===== src/rtl/core/dlfp_pkg.sv =====
// Shared types and codes of the device length frame parser.
package dlfp_pkg;

   typedef enum logic [1:0] {
      CMD_BYTE   = 2'd0,
      CMD_RESYNC = 2'd1,
      CMD_CLEAR  = 2'd2
   } cmd_type;

   typedef enum logic [2:0] {
      EV_NONE     = 3'd0,
      EV_INVALID  = 3'd1,
      EV_READ     = 3'd2,
      EV_ZERO_LEN = 3'd3,
      EV_RESYNC   = 3'd4
   } event_type;

   localparam logic [7:0] READ_FLAG = 8'h80;
   localparam logic [7:0] DEV_MASK  = 8'h7F;

   // One result word, without the statistics counters
   typedef struct packed {
      logic       payload_valid;
      logic [3:0] device_number;
      logic [7:0] payload_byte;
      logic       last_of_frame;
      event_type  event_code;
   } beat_type;

   // Counter updates requested by the parser for one word
   typedef struct packed {
      logic clear;
      logic inc_byte;
      logic inc_dispatch;
      logic inc_invalid;
      logic inc_read;
      logic inc_overrun;
   } count_ctl_type;

endpackage


===== src/rtl/core/dlfp_core.sv =====
// Frame parse state and per-word decode of the device length frame parser.
module dlfp_core import dlfp_pkg::*; #(
   parameter int NUM_DEVICES = 16
) (
   input  logic          clock,
   input  logic          reset,
   input  logic          advance,
   input  logic [1:0]    cmd,
   input  logic [7:0]    data_byte,
   input  logic [15:0]   enable_mask,
   output beat_type      beat,
   output count_ctl_type count_ctl
);

   typedef enum logic [1:0] {
      PH_IDLE       = 2'd0,
      PH_GOT_DEVICE = 2'd1,
      PH_RECEIVING  = 2'd2
   } phase_type;

   localparam logic [7:0] NumDevices = 8'(NUM_DEVICES);

   phase_type  phase_ff, phase_in;
   logic [3:0] active_ff, active_in;
   logic       beyond_ff, beyond_in;
   logic [7:0] left_ff, left_in;

   logic [7:0] dev_num;
   logic [7:0] left_dec;
   logic       fin;
   logic       enabled;

   assign dev_num  = data_byte & DEV_MASK;
   assign left_dec = left_ff - 8'd1;
   assign fin      = (left_dec == 8'd0);
   assign enabled  = !beyond_ff && enable_mask[active_ff];

   always_comb begin
      phase_in  = phase_ff;
      active_in = active_ff;
      beyond_in = beyond_ff;
      left_in   = left_ff;
      beat.payload_valid = 1'b0;
      beat.device_number = 4'd0;
      beat.payload_byte  = 8'd0;
      beat.last_of_frame = 1'b0;
      beat.event_code    = EV_NONE;
      count_ctl = '0;
      case (cmd)
         CMD_RESYNC: begin
            phase_in = PH_IDLE;
            left_in  = 8'd0;
            count_ctl.inc_overrun = 1'b1;
            beat.event_code = EV_RESYNC;
         end
         CMD_CLEAR: begin
            count_ctl.clear = 1'b1;
         end
         CMD_BYTE: begin
            count_ctl.inc_byte = 1'b1;
            case (phase_ff)
               PH_GOT_DEVICE: begin
                  left_in = data_byte;
                  if (data_byte == 8'd0) begin
                     phase_in = PH_IDLE;
                     beat.event_code = EV_ZERO_LEN;
                  end else begin
                     phase_in = PH_RECEIVING;
                  end
               end
               PH_RECEIVING: begin
                  left_in = left_dec;
                  if (enabled) begin
                     beat.payload_valid = 1'b1;
                     beat.device_number = active_ff;
                     beat.payload_byte  = data_byte;
                     beat.last_of_frame = fin;
                     count_ctl.inc_dispatch = fin;
                  end
                  if (fin) begin
                     phase_in = PH_IDLE;
                  end
               end
               default: begin
                  // device byte; the unused phase code behaves as idle
                  phase_in = PH_IDLE;
                  if (dev_num >= NumDevices) begin
                     count_ctl.inc_invalid = 1'b1;
                     beat.event_code = EV_INVALID;
                  end else begin
                     active_in = dev_num[3:0];
                     beyond_in = (dev_num[6:4] != 3'd0);
                     if ((data_byte & READ_FLAG) != 8'd0) begin
                        count_ctl.inc_read = 1'b1;
                        beat.event_code = EV_READ;
                     end else begin
                        phase_in = PH_GOT_DEVICE;
                     end
                  end
               end
            endcase
         end
         default: ;
      endcase
   end

   always_ff @(posedge clock) begin
      if (reset) begin
         phase_ff  <= PH_IDLE;
         active_ff <= 4'd0;
         beyond_ff <= 1'b0;
         left_ff   <= 8'd0;
      end else if (advance) begin
         phase_ff  <= phase_in;
         active_ff <= active_in;
         beyond_ff <= beyond_in;
         left_ff   <= left_in;
      end
   end

`ifndef SYNTHESIS
   a_recv_left_nonzero: assert property (@(posedge clock) disable iff (reset)
      phase_ff == PH_RECEIVING |-> left_ff != 8'd0)
      else $error("receiving with no bytes left");

   a_invalid_to_idle: assert property (@(posedge clock) disable iff (reset)
      advance && beat.event_code == EV_INVALID |=> phase_ff == PH_IDLE)
      else $error("invalid device did not leave parser idle");

   a_last_counts_frame: assert property (@(posedge clock) disable iff (reset)
      beat.last_of_frame |-> beat.payload_valid && count_ctl.inc_dispatch)
      else $error("last word without frame dispatch");
`endif

endmodule


===== src/rtl/core/dlfp_counters.sv =====
// Wrapping 32-bit statistics counters of the device length frame parser.
module dlfp_counters import dlfp_pkg::*; (
   input  logic          clock,
   input  logic          reset,
   input  logic          advance,
   input  count_ctl_type count_ctl,
   output logic [31:0]   bytes_received,
   output logic [31:0]   frames_dispatched,
   output logic [31:0]   invalid_devices,
   output logic [31:0]   read_requests,
   output logic [31:0]   overruns
);

   logic [31:0] bytes_ff, bytes_in;
   logic [31:0] frames_ff, frames_in;
   logic [31:0] invalid_ff, invalid_in;
   logic [31:0] reads_ff, reads_in;
   logic [31:0] overruns_ff, overruns_in;

   always_comb begin
      if (count_ctl.clear) begin
         bytes_in    = 32'd0;
         frames_in   = 32'd0;
         invalid_in  = 32'd0;
         reads_in    = 32'd0;
         overruns_in = 32'd0;
      end else begin
         bytes_in    = bytes_ff    + 32'(count_ctl.inc_byte);
         frames_in   = frames_ff   + 32'(count_ctl.inc_dispatch);
         invalid_in  = invalid_ff  + 32'(count_ctl.inc_invalid);
         reads_in    = reads_ff    + 32'(count_ctl.inc_read);
         overruns_in = overruns_ff + 32'(count_ctl.inc_overrun);
      end
   end

   always_ff @(posedge clock) begin
      if (reset) begin
         bytes_ff    <= 32'd0;
         frames_ff   <= 32'd0;
         invalid_ff  <= 32'd0;
         reads_ff    <= 32'd0;
         overruns_ff <= 32'd0;
      end else if (advance) begin
         bytes_ff    <= bytes_in;
         frames_ff   <= frames_in;
         invalid_ff  <= invalid_in;
         reads_ff    <= reads_in;
         overruns_ff <= overruns_in;
      end
   end

   assign bytes_received    = bytes_ff;
   assign frames_dispatched = frames_ff;
   assign invalid_devices   = invalid_ff;
   assign read_requests     = reads_ff;
   assign overruns          = overruns_ff;

endmodule


===== src/rtl/core/device_length_frame_parser.sv =====
// Device length frame parser: one result word for every accepted input word,
// in order. Each word passes an input register, then the result register,
// and a new word is taken every clock while rsp_ready does not stall the
// output, so sustained throughput is one word per cycle; the result register
// holds a word while the next is already in the input register. The statistics
// counters are updated in the same edge that loads the result register, so the
// counter outputs always show the values after the word being presented.
// The enable mask is written through the csr_ port and sampled per payload word.
module device_length_frame_parser import dlfp_pkg::*; #(
   parameter int NUM_DEVICES = 16
) (
   input  logic        clock,
   input  logic        reset,
   input  logic        csr_valid,
   output logic        csr_ready,
   input  logic [15:0] csr_device_enable_mask,
   input  logic        req_valid,
   output logic        req_ready,
   input  logic [1:0]  req_cmd,
   input  logic [7:0]  req_data_byte,
   output logic        rsp_valid,
   input  logic        rsp_ready,
   output logic        rsp_payload_valid,
   output logic [3:0]  rsp_device_number,
   output logic [7:0]  rsp_payload_byte,
   output logic        rsp_last_of_frame,
   output logic [2:0]  rsp_event_code,
   output logic [31:0] rsp_bytes_received,
   output logic [31:0] rsp_frames_dispatched,
   output logic [31:0] rsp_invalid_devices,
   output logic [31:0] rsp_read_requests,
   output logic [31:0] rsp_overruns
);

   logic [15:0]   mask_ff;
   logic          in_valid_ff;
   logic [1:0]    cmd_ff;
   logic [7:0]    byte_ff;
   logic          out_valid_ff;
   beat_type      beat_ff;
   beat_type      beat_in;
   count_ctl_type count_ctl;
   logic          advance;

   assign advance   = in_valid_ff && (!out_valid_ff || rsp_ready);
   assign req_ready = !in_valid_ff || advance;
   assign csr_ready = 1'b1;

   always_ff @(posedge clock) begin
      if (reset) begin
         mask_ff      <= 16'd0;
         in_valid_ff  <= 1'b0;
         out_valid_ff <= 1'b0;
      end else begin
         if (csr_valid) begin
            mask_ff <= csr_device_enable_mask;
         end
         if (req_ready) begin
            in_valid_ff <= req_valid;
         end
         if (advance) begin
            out_valid_ff <= 1'b1;
         end else if (rsp_ready) begin
            out_valid_ff <= 1'b0;
         end
      end
   end

   always_ff @(posedge clock) begin
      if (req_valid && req_ready) begin
         cmd_ff  <= req_cmd;
         byte_ff <= req_data_byte;
      end
      if (advance) begin
         beat_ff <= beat_in;
      end
   end

   dlfp_core #(
      .NUM_DEVICES (NUM_DEVICES)
   ) u_core (
      .clock       (clock),
      .reset       (reset),
      .advance     (advance),
      .cmd         (cmd_ff),
      .data_byte   (byte_ff),
      .enable_mask (mask_ff),
      .beat        (beat_in),
      .count_ctl   (count_ctl)
   );

   dlfp_counters u_counters (
      .clock             (clock),
      .reset             (reset),
      .advance           (advance),
      .count_ctl         (count_ctl),
      .bytes_received    (rsp_bytes_received),
      .frames_dispatched (rsp_frames_dispatched),
      .invalid_devices   (rsp_invalid_devices),
      .read_requests     (rsp_read_requests),
      .overruns          (rsp_overruns)
   );

   assign rsp_valid         = out_valid_ff;
   assign rsp_payload_valid = beat_ff.payload_valid;
   assign rsp_device_number = beat_ff.device_number;
   assign rsp_payload_byte  = beat_ff.payload_byte;
   assign rsp_last_of_frame = beat_ff.last_of_frame;
   assign rsp_event_code    = beat_ff.event_code;

endmodule

===== config.mk =====
export PLATFORM = sky130hd
export DESIGN_NAME = device_length_frame_parser
export DESIGN_NICKNAME = d
export VERILOG_FILES = /design/src/rtl/core/dlfp_pkg.sv /design/src/rtl/core/dlfp_core.sv /design/src/rtl/core/dlfp_counters.sv /design/src/rtl/core/device_length_frame_parser.sv
export SDC_FILE = /design/constraint.sdc
export NUM_CORES = 1
export LEC_CHECK = 0
export ABC_CLOCK_PERIOD_IN_PS = 4100
export CAP_MARGIN = 10
export CORE_UTILIZATION = 55
export CTS_CLUSTER_SIZE = 24
export DETAILED_ROUTE_END_ITERATION = 8
export DONT_BUFFER_PORTS = 1
export GPL_TIMING_DRIVEN = 0
export PLACE_DENSITY = 0.69
export REMOVE_ABC_BUFFERS = 1
export SETUP_SLACK_MARGIN = 0.1
export SLEW_MARGIN = 20
export SYNTH_ARGS = -nofsm -noshare
export SYNTH_HDL_FRONTEND = slang
export SYNTH_SLANG_ARGS = --single-unit

===== constraint.sdc =====
create_clock -name clock -period 4.1 [get_ports clock]
set_input_delay 0.82 -clock clock [delete_from_list [all_inputs] [get_ports clock]]
set_output_delay 0.82 -clock clock [all_outputs]
set_load 0.03 [all_outputs]

==> impl_metrics.py <==
metrics = {
    "outcome": {
        "run_status": "completed",
    },
    "global_route": {
        "grt_max_degree": 68,
        "global_route_wire_length_before_repair_mm": 33.03,
        "grt_pass1_vias": 6551,
        "antenna_found_initial": 0,
        "grt_use_total": 0.2219,
        "grt_overflow_total": 0,
    },
    "routing": {
        "drt_wl_total_mm": 20.89,
        "vias_per_cell": 5.707,
        "dr_total_vias": 7413,
        "drt_first_iter_violations": 377,
        "maxUsedRoutingLayer": "met4",
        "detailroute.wirelength.met2_mm": 9.562,
        "detail-route-antenna-nets": 0,
        "drc_errors": 0,
        "detailroute.wirelength.met3_mm": 1.617,
        "wl_per_cell_um": 16.08,
        "drt_first_pass_iters": 5,
        "routedLengthMet1_mm": 9.242,
    },
    "place": {
        "gp_congestion": 0.8458,
        "placedCellCount": 1258,
        "numPortBuffers": 0,
        "hpwl_after_detailed_placement_mm": 14.47,
    },
    "worst_setup_path": {
        "critical_path.top_delay_family": "simple AND/OR/NAND/NOR gates",
        "timing.critical_path.slowest_cell_delay_ps": 490,
        "critical_path.endpoint_type": "register",
        "crit_path_max_fanout": 17,
        "path_common_cell": "sky130_fd_sc_hd__nor2b_1",
        "critical_path.slowest_cell": "sky130_fd_sc_hd__nor3_2",
        "timing.critical_path.buf_inv": 1,
        "cp.arrival_ps": 3930,
        "crit_path_cell_trace": "inv_1 > ha_2 > nor2b_1 > nand2_1 > nor3b_1 > or2_2 > nor2b_1 > ha_1 > nand4_1 > nor3_2 > and3_1 > xnor2_1 > nor2_1",
        "start_kind": "register",
        "timing.critical_path.required_ps": 4480,
        "path_class": "reg -> reg",
    },
    "synthesis": {
        "mappedNetlistArea_um2": 9711,
        "syn-mean-instance-area_um2": 9.050,
        "postSynth.asyncResetShare": 0,
        "synth-edff-count": 27,
        "synthesis_warning_total": 0,
        "synth_sequential_area_ratio": 0.4814,
        "synth.ff_latch_count": 220,
        "dominantRegCellSynth": "sky130_fd_sc_hd__dfxtp_1",
        "synth.lib_cells_used.distinct": 57,
        "post_synth_inst_count": 1073,
    },
    "layout": {
        "nets": 1103,
        "ratio_of_cells_with_drive_above_1_in_the_final_layout": 0.05959,
        "final-instance-count-excl-fill": 1299,
        "synthToLayoutAreaGrowth_pct": 9.110,
        "insertedDiodeCount": 0,
    },
    "floorplanning": {
        "floorplan.initialDensity": 0.5614,
        "standard_cell_rows": 48,
        "die_w_um": 134.9,
        "core_region_area_um2": 17300,
        "floorplan.die_area_um2": 18190,
        "top_level_ports": 211,
        "die_h_um": 134.9,
    },
    "power_and_ir_drop": {
        "power.switching_fraction": 0.2149,
        "net-switching-power_mw": 0.9118,
        "p_leak_nw": 3.675,
        "power_density_nw_per_um2": 400.4,
        "share_seq_of_total_power": 0.530,
        "finalPower_mw": 4.242,
        "internal_power_mw": 3.330,
        "combPwrFrac": 0.023,
        "pwr-share-clk": 0.447,
        "power.ir.vdd_worst_mv": 0.2973,
    },
    "clocking": {
        "tritoncts_num_sinks": 220,
        "clock_latency_ps": 500,
        "cts_buffers": 23,
        "cts_tree": "done",
        "cts_root_buf": "sky130_fd_sc_hd__clkbuf_16",
        "cts.reportedPaths.clkPinSlew_ps": 60,
        "cts-hold-fix-buffers": 0,
        "h-tree-depth": 1,
        "cts-root-to-sink-buffers": 3,
    },
    "timing": {
        "min_period_over_period": 0.8657,
        "timing.final.max_slew_violations": 0,
        "timing.final.hold_violations": 0,
        "period_minus_slack_ps": 3549,
        "top_achievable_clock_speed_ghz": 0.2817,
        "grt_setup_unrepaired": "no",
        "worst_slew_margin_rel": 0.4384,
        "fin_skew_ps": 10.76,
        "worstMarginPinSlew_ps": 834.7,
        "finalSetupViolations": 0,
    },
    "run": {
        "maxCapViolCount": 0,
    },
    "min_path": {
        "class_of_the_worst_hold_path": "in -> reg",
    },
}
repair_timing:
action                                  CTS  global route
endpoints found under the setup margin    1            13
pin swaps                                 0             0
gates resized for setup                   1             4
buffers inserted                          0             0
endpoints found under the hold margin     0             0
registers in the layout, summed over array words and instances (netlist names), 8 cells and up:
register / cells
u_counters.bytes_received: 32
u_counters.frames_dispatched: 32
u_counters.invalid_devices: 32
u_counters.overruns: 32
u_counters.read_requests: 32
mask_ff: 16
byte_ff: 8
rsp_payload_byte: 8
u_core.left_ff: 8
final timing paths:
check / startpoint / endpoint / slack (ps) / depth (start not counted)
setup reg to reg: u_core.phase_ff[0] / u_counters.frames_dispatched[16] / 550 / 13
hold reg to reg: u_core.active_ff[2] / u_core.active_ff[2] / 470 / 2
hold / removal: reset / mask_ff[5] / 390 / 1
setup / recovery: u_core.phase_ff[0] / u_counters.frames_dispatched[16] / 550 / 13
synth_stat cells, types with 7 or more instances:
cell type / instances / area, µm²
sky130_fd_sc_hd__a21oi_1: 53 / 265.3
sky130_fd_sc_hd__and2_1: 17 / 106.4
sky130_fd_sc_hd__and3_1: 26 / 162.7
sky130_fd_sc_hd__and4_1: 16 / 140.1
sky130_fd_sc_hd__clkbuf_1: 34 / 127.6
sky130_fd_sc_hd__dfxtp_1: 193 / 3864
sky130_fd_sc_hd__edfxtp_1: 27 / 810.8
sky130_fd_sc_hd__ha_1: 14 / 175.2
sky130_fd_sc_hd__inv_1: 14 / 52.55
sky130_fd_sc_hd__mux2i_1: 20 / 200.2
sky130_fd_sc_hd__nand2_1: 93 / 349.1
sky130_fd_sc_hd__nand3_1: 60 / 300.3
sky130_fd_sc_hd__nand4_1: 39 / 244.0
sky130_fd_sc_hd__nor2_1: 176 / 660.6
sky130_fd_sc_hd__nor3_1: 26 / 130.1
sky130_fd_sc_hd__o21ai_0: 32 / 160.2
sky130_fd_sc_hd__or2_2: 7 / 43.79
sky130_fd_sc_hd__or3_1: 30 / 187.7
sky130_fd_sc_hd__xnor2_1: 45 / 394.1
sky130_fd_sc_hd__xor2_1: 83 / 727.0
placed cells by master, fill, tap and decap left out, drive strengths merged, types with 2 or more instances in the layout:
master and count:
inv 16, and4 16, mux2i 20, o2111ai 2, clkbuf 29, o22ai 2
nor3 27, mux4 4, nor4 8, nand3b 2, xnor2 45, nor2 176
edfxtp 27, nand3 60, and3 26, buf 2, o21ai 32, dfxtp 193
o2bb2ai 2, and2 17, or4 3, or4b 2, nor2b 7, nand2b 3
or2 7, nand2 93, or3b 2, nor3b 4, clkinv 12, ha 14
nand4 40, or3 30, a211oi 3, a21oi 53, xor2 83
metrics by stage:
step / utilization / setup TNS [ps] / hold slack [ps] / worst slack, ps / instance area, µm²
after global placement: 0.5675 / -160860 / 451.2 / -1042 / 9816
after CTS: 0.6114 / 0 / 367.4 / 303.6 / 10580
after global routing: 0.6126 / 0 / 368.6 / 179.1 / 10600
after floorplan: - / 0 / 439.2 / 471.4 / 9534
after detailed placement: 0.5712 / 0 / 455.3 / 104.9 / 9879
final: 0.6126 / 0 / 392.2 / 550.6 / 10600
power groups by stage:
stage / sequential (mW) / clock [mW] / combinational (mW)
floorplan: 2.28 / 0 / 0.0671
global placement: 2.29 / 0 / 0.0891
detailed placement: 2.29 / 0 / 0.0993
CTS: 2.25 / 1.96 / 0.0996
global route: 2.25 / 2.04 / 0.110
finish: 2.25 / 1.90 / 0.0975
cells by family after synthesis:
logic type | after synthesis | share of synthesized area
buf+inv | 58 | 0.02461
simple gates | 526 | 0.2724
other cells | 1 | 0.0003862
fa+ha+maj | 14 | 0.01804
xor+xnor | 128 | 0.1154
compound gates | 101 | 0.05669
mux | 25 | 0.03105
flops | 220 | 0.4814
layout make-up:
cell class	count	area, µm²
Inverter	16	62.56
Clock inverter	12	52.55
Multi-Input combinational cell	795	4831
Sequential cell	220	4674
Fill cell	1513	6701
Timing Repair Buffer	2	55.05
Tap cell	225	281.5
Clock buffer	29	638.1
worst reg2reg max path: cells and delay by family (launching register included):
| family | cells | cell delay (ps) |
|---|---|---|
| xor gates and xnor gates | 1 | 120 |
| and+or+nand+nor | 9 | 2330 |
| buffers and inverters | 1 | 70 |
| adders and majority gates | 2 | 570 |
| DFF | 1 | 340 |
routing by layer:
layer | vias to the layer above | track usage
li1 | 3676 | -
met1 | 3490 | 0.2940
met2 | 209 | 0.3488
met3 | 38 | 0.06869
met4 | 0 | 0.06242
met5 | - | 0
No activity file was read; power rests on OpenSTA's default activity.
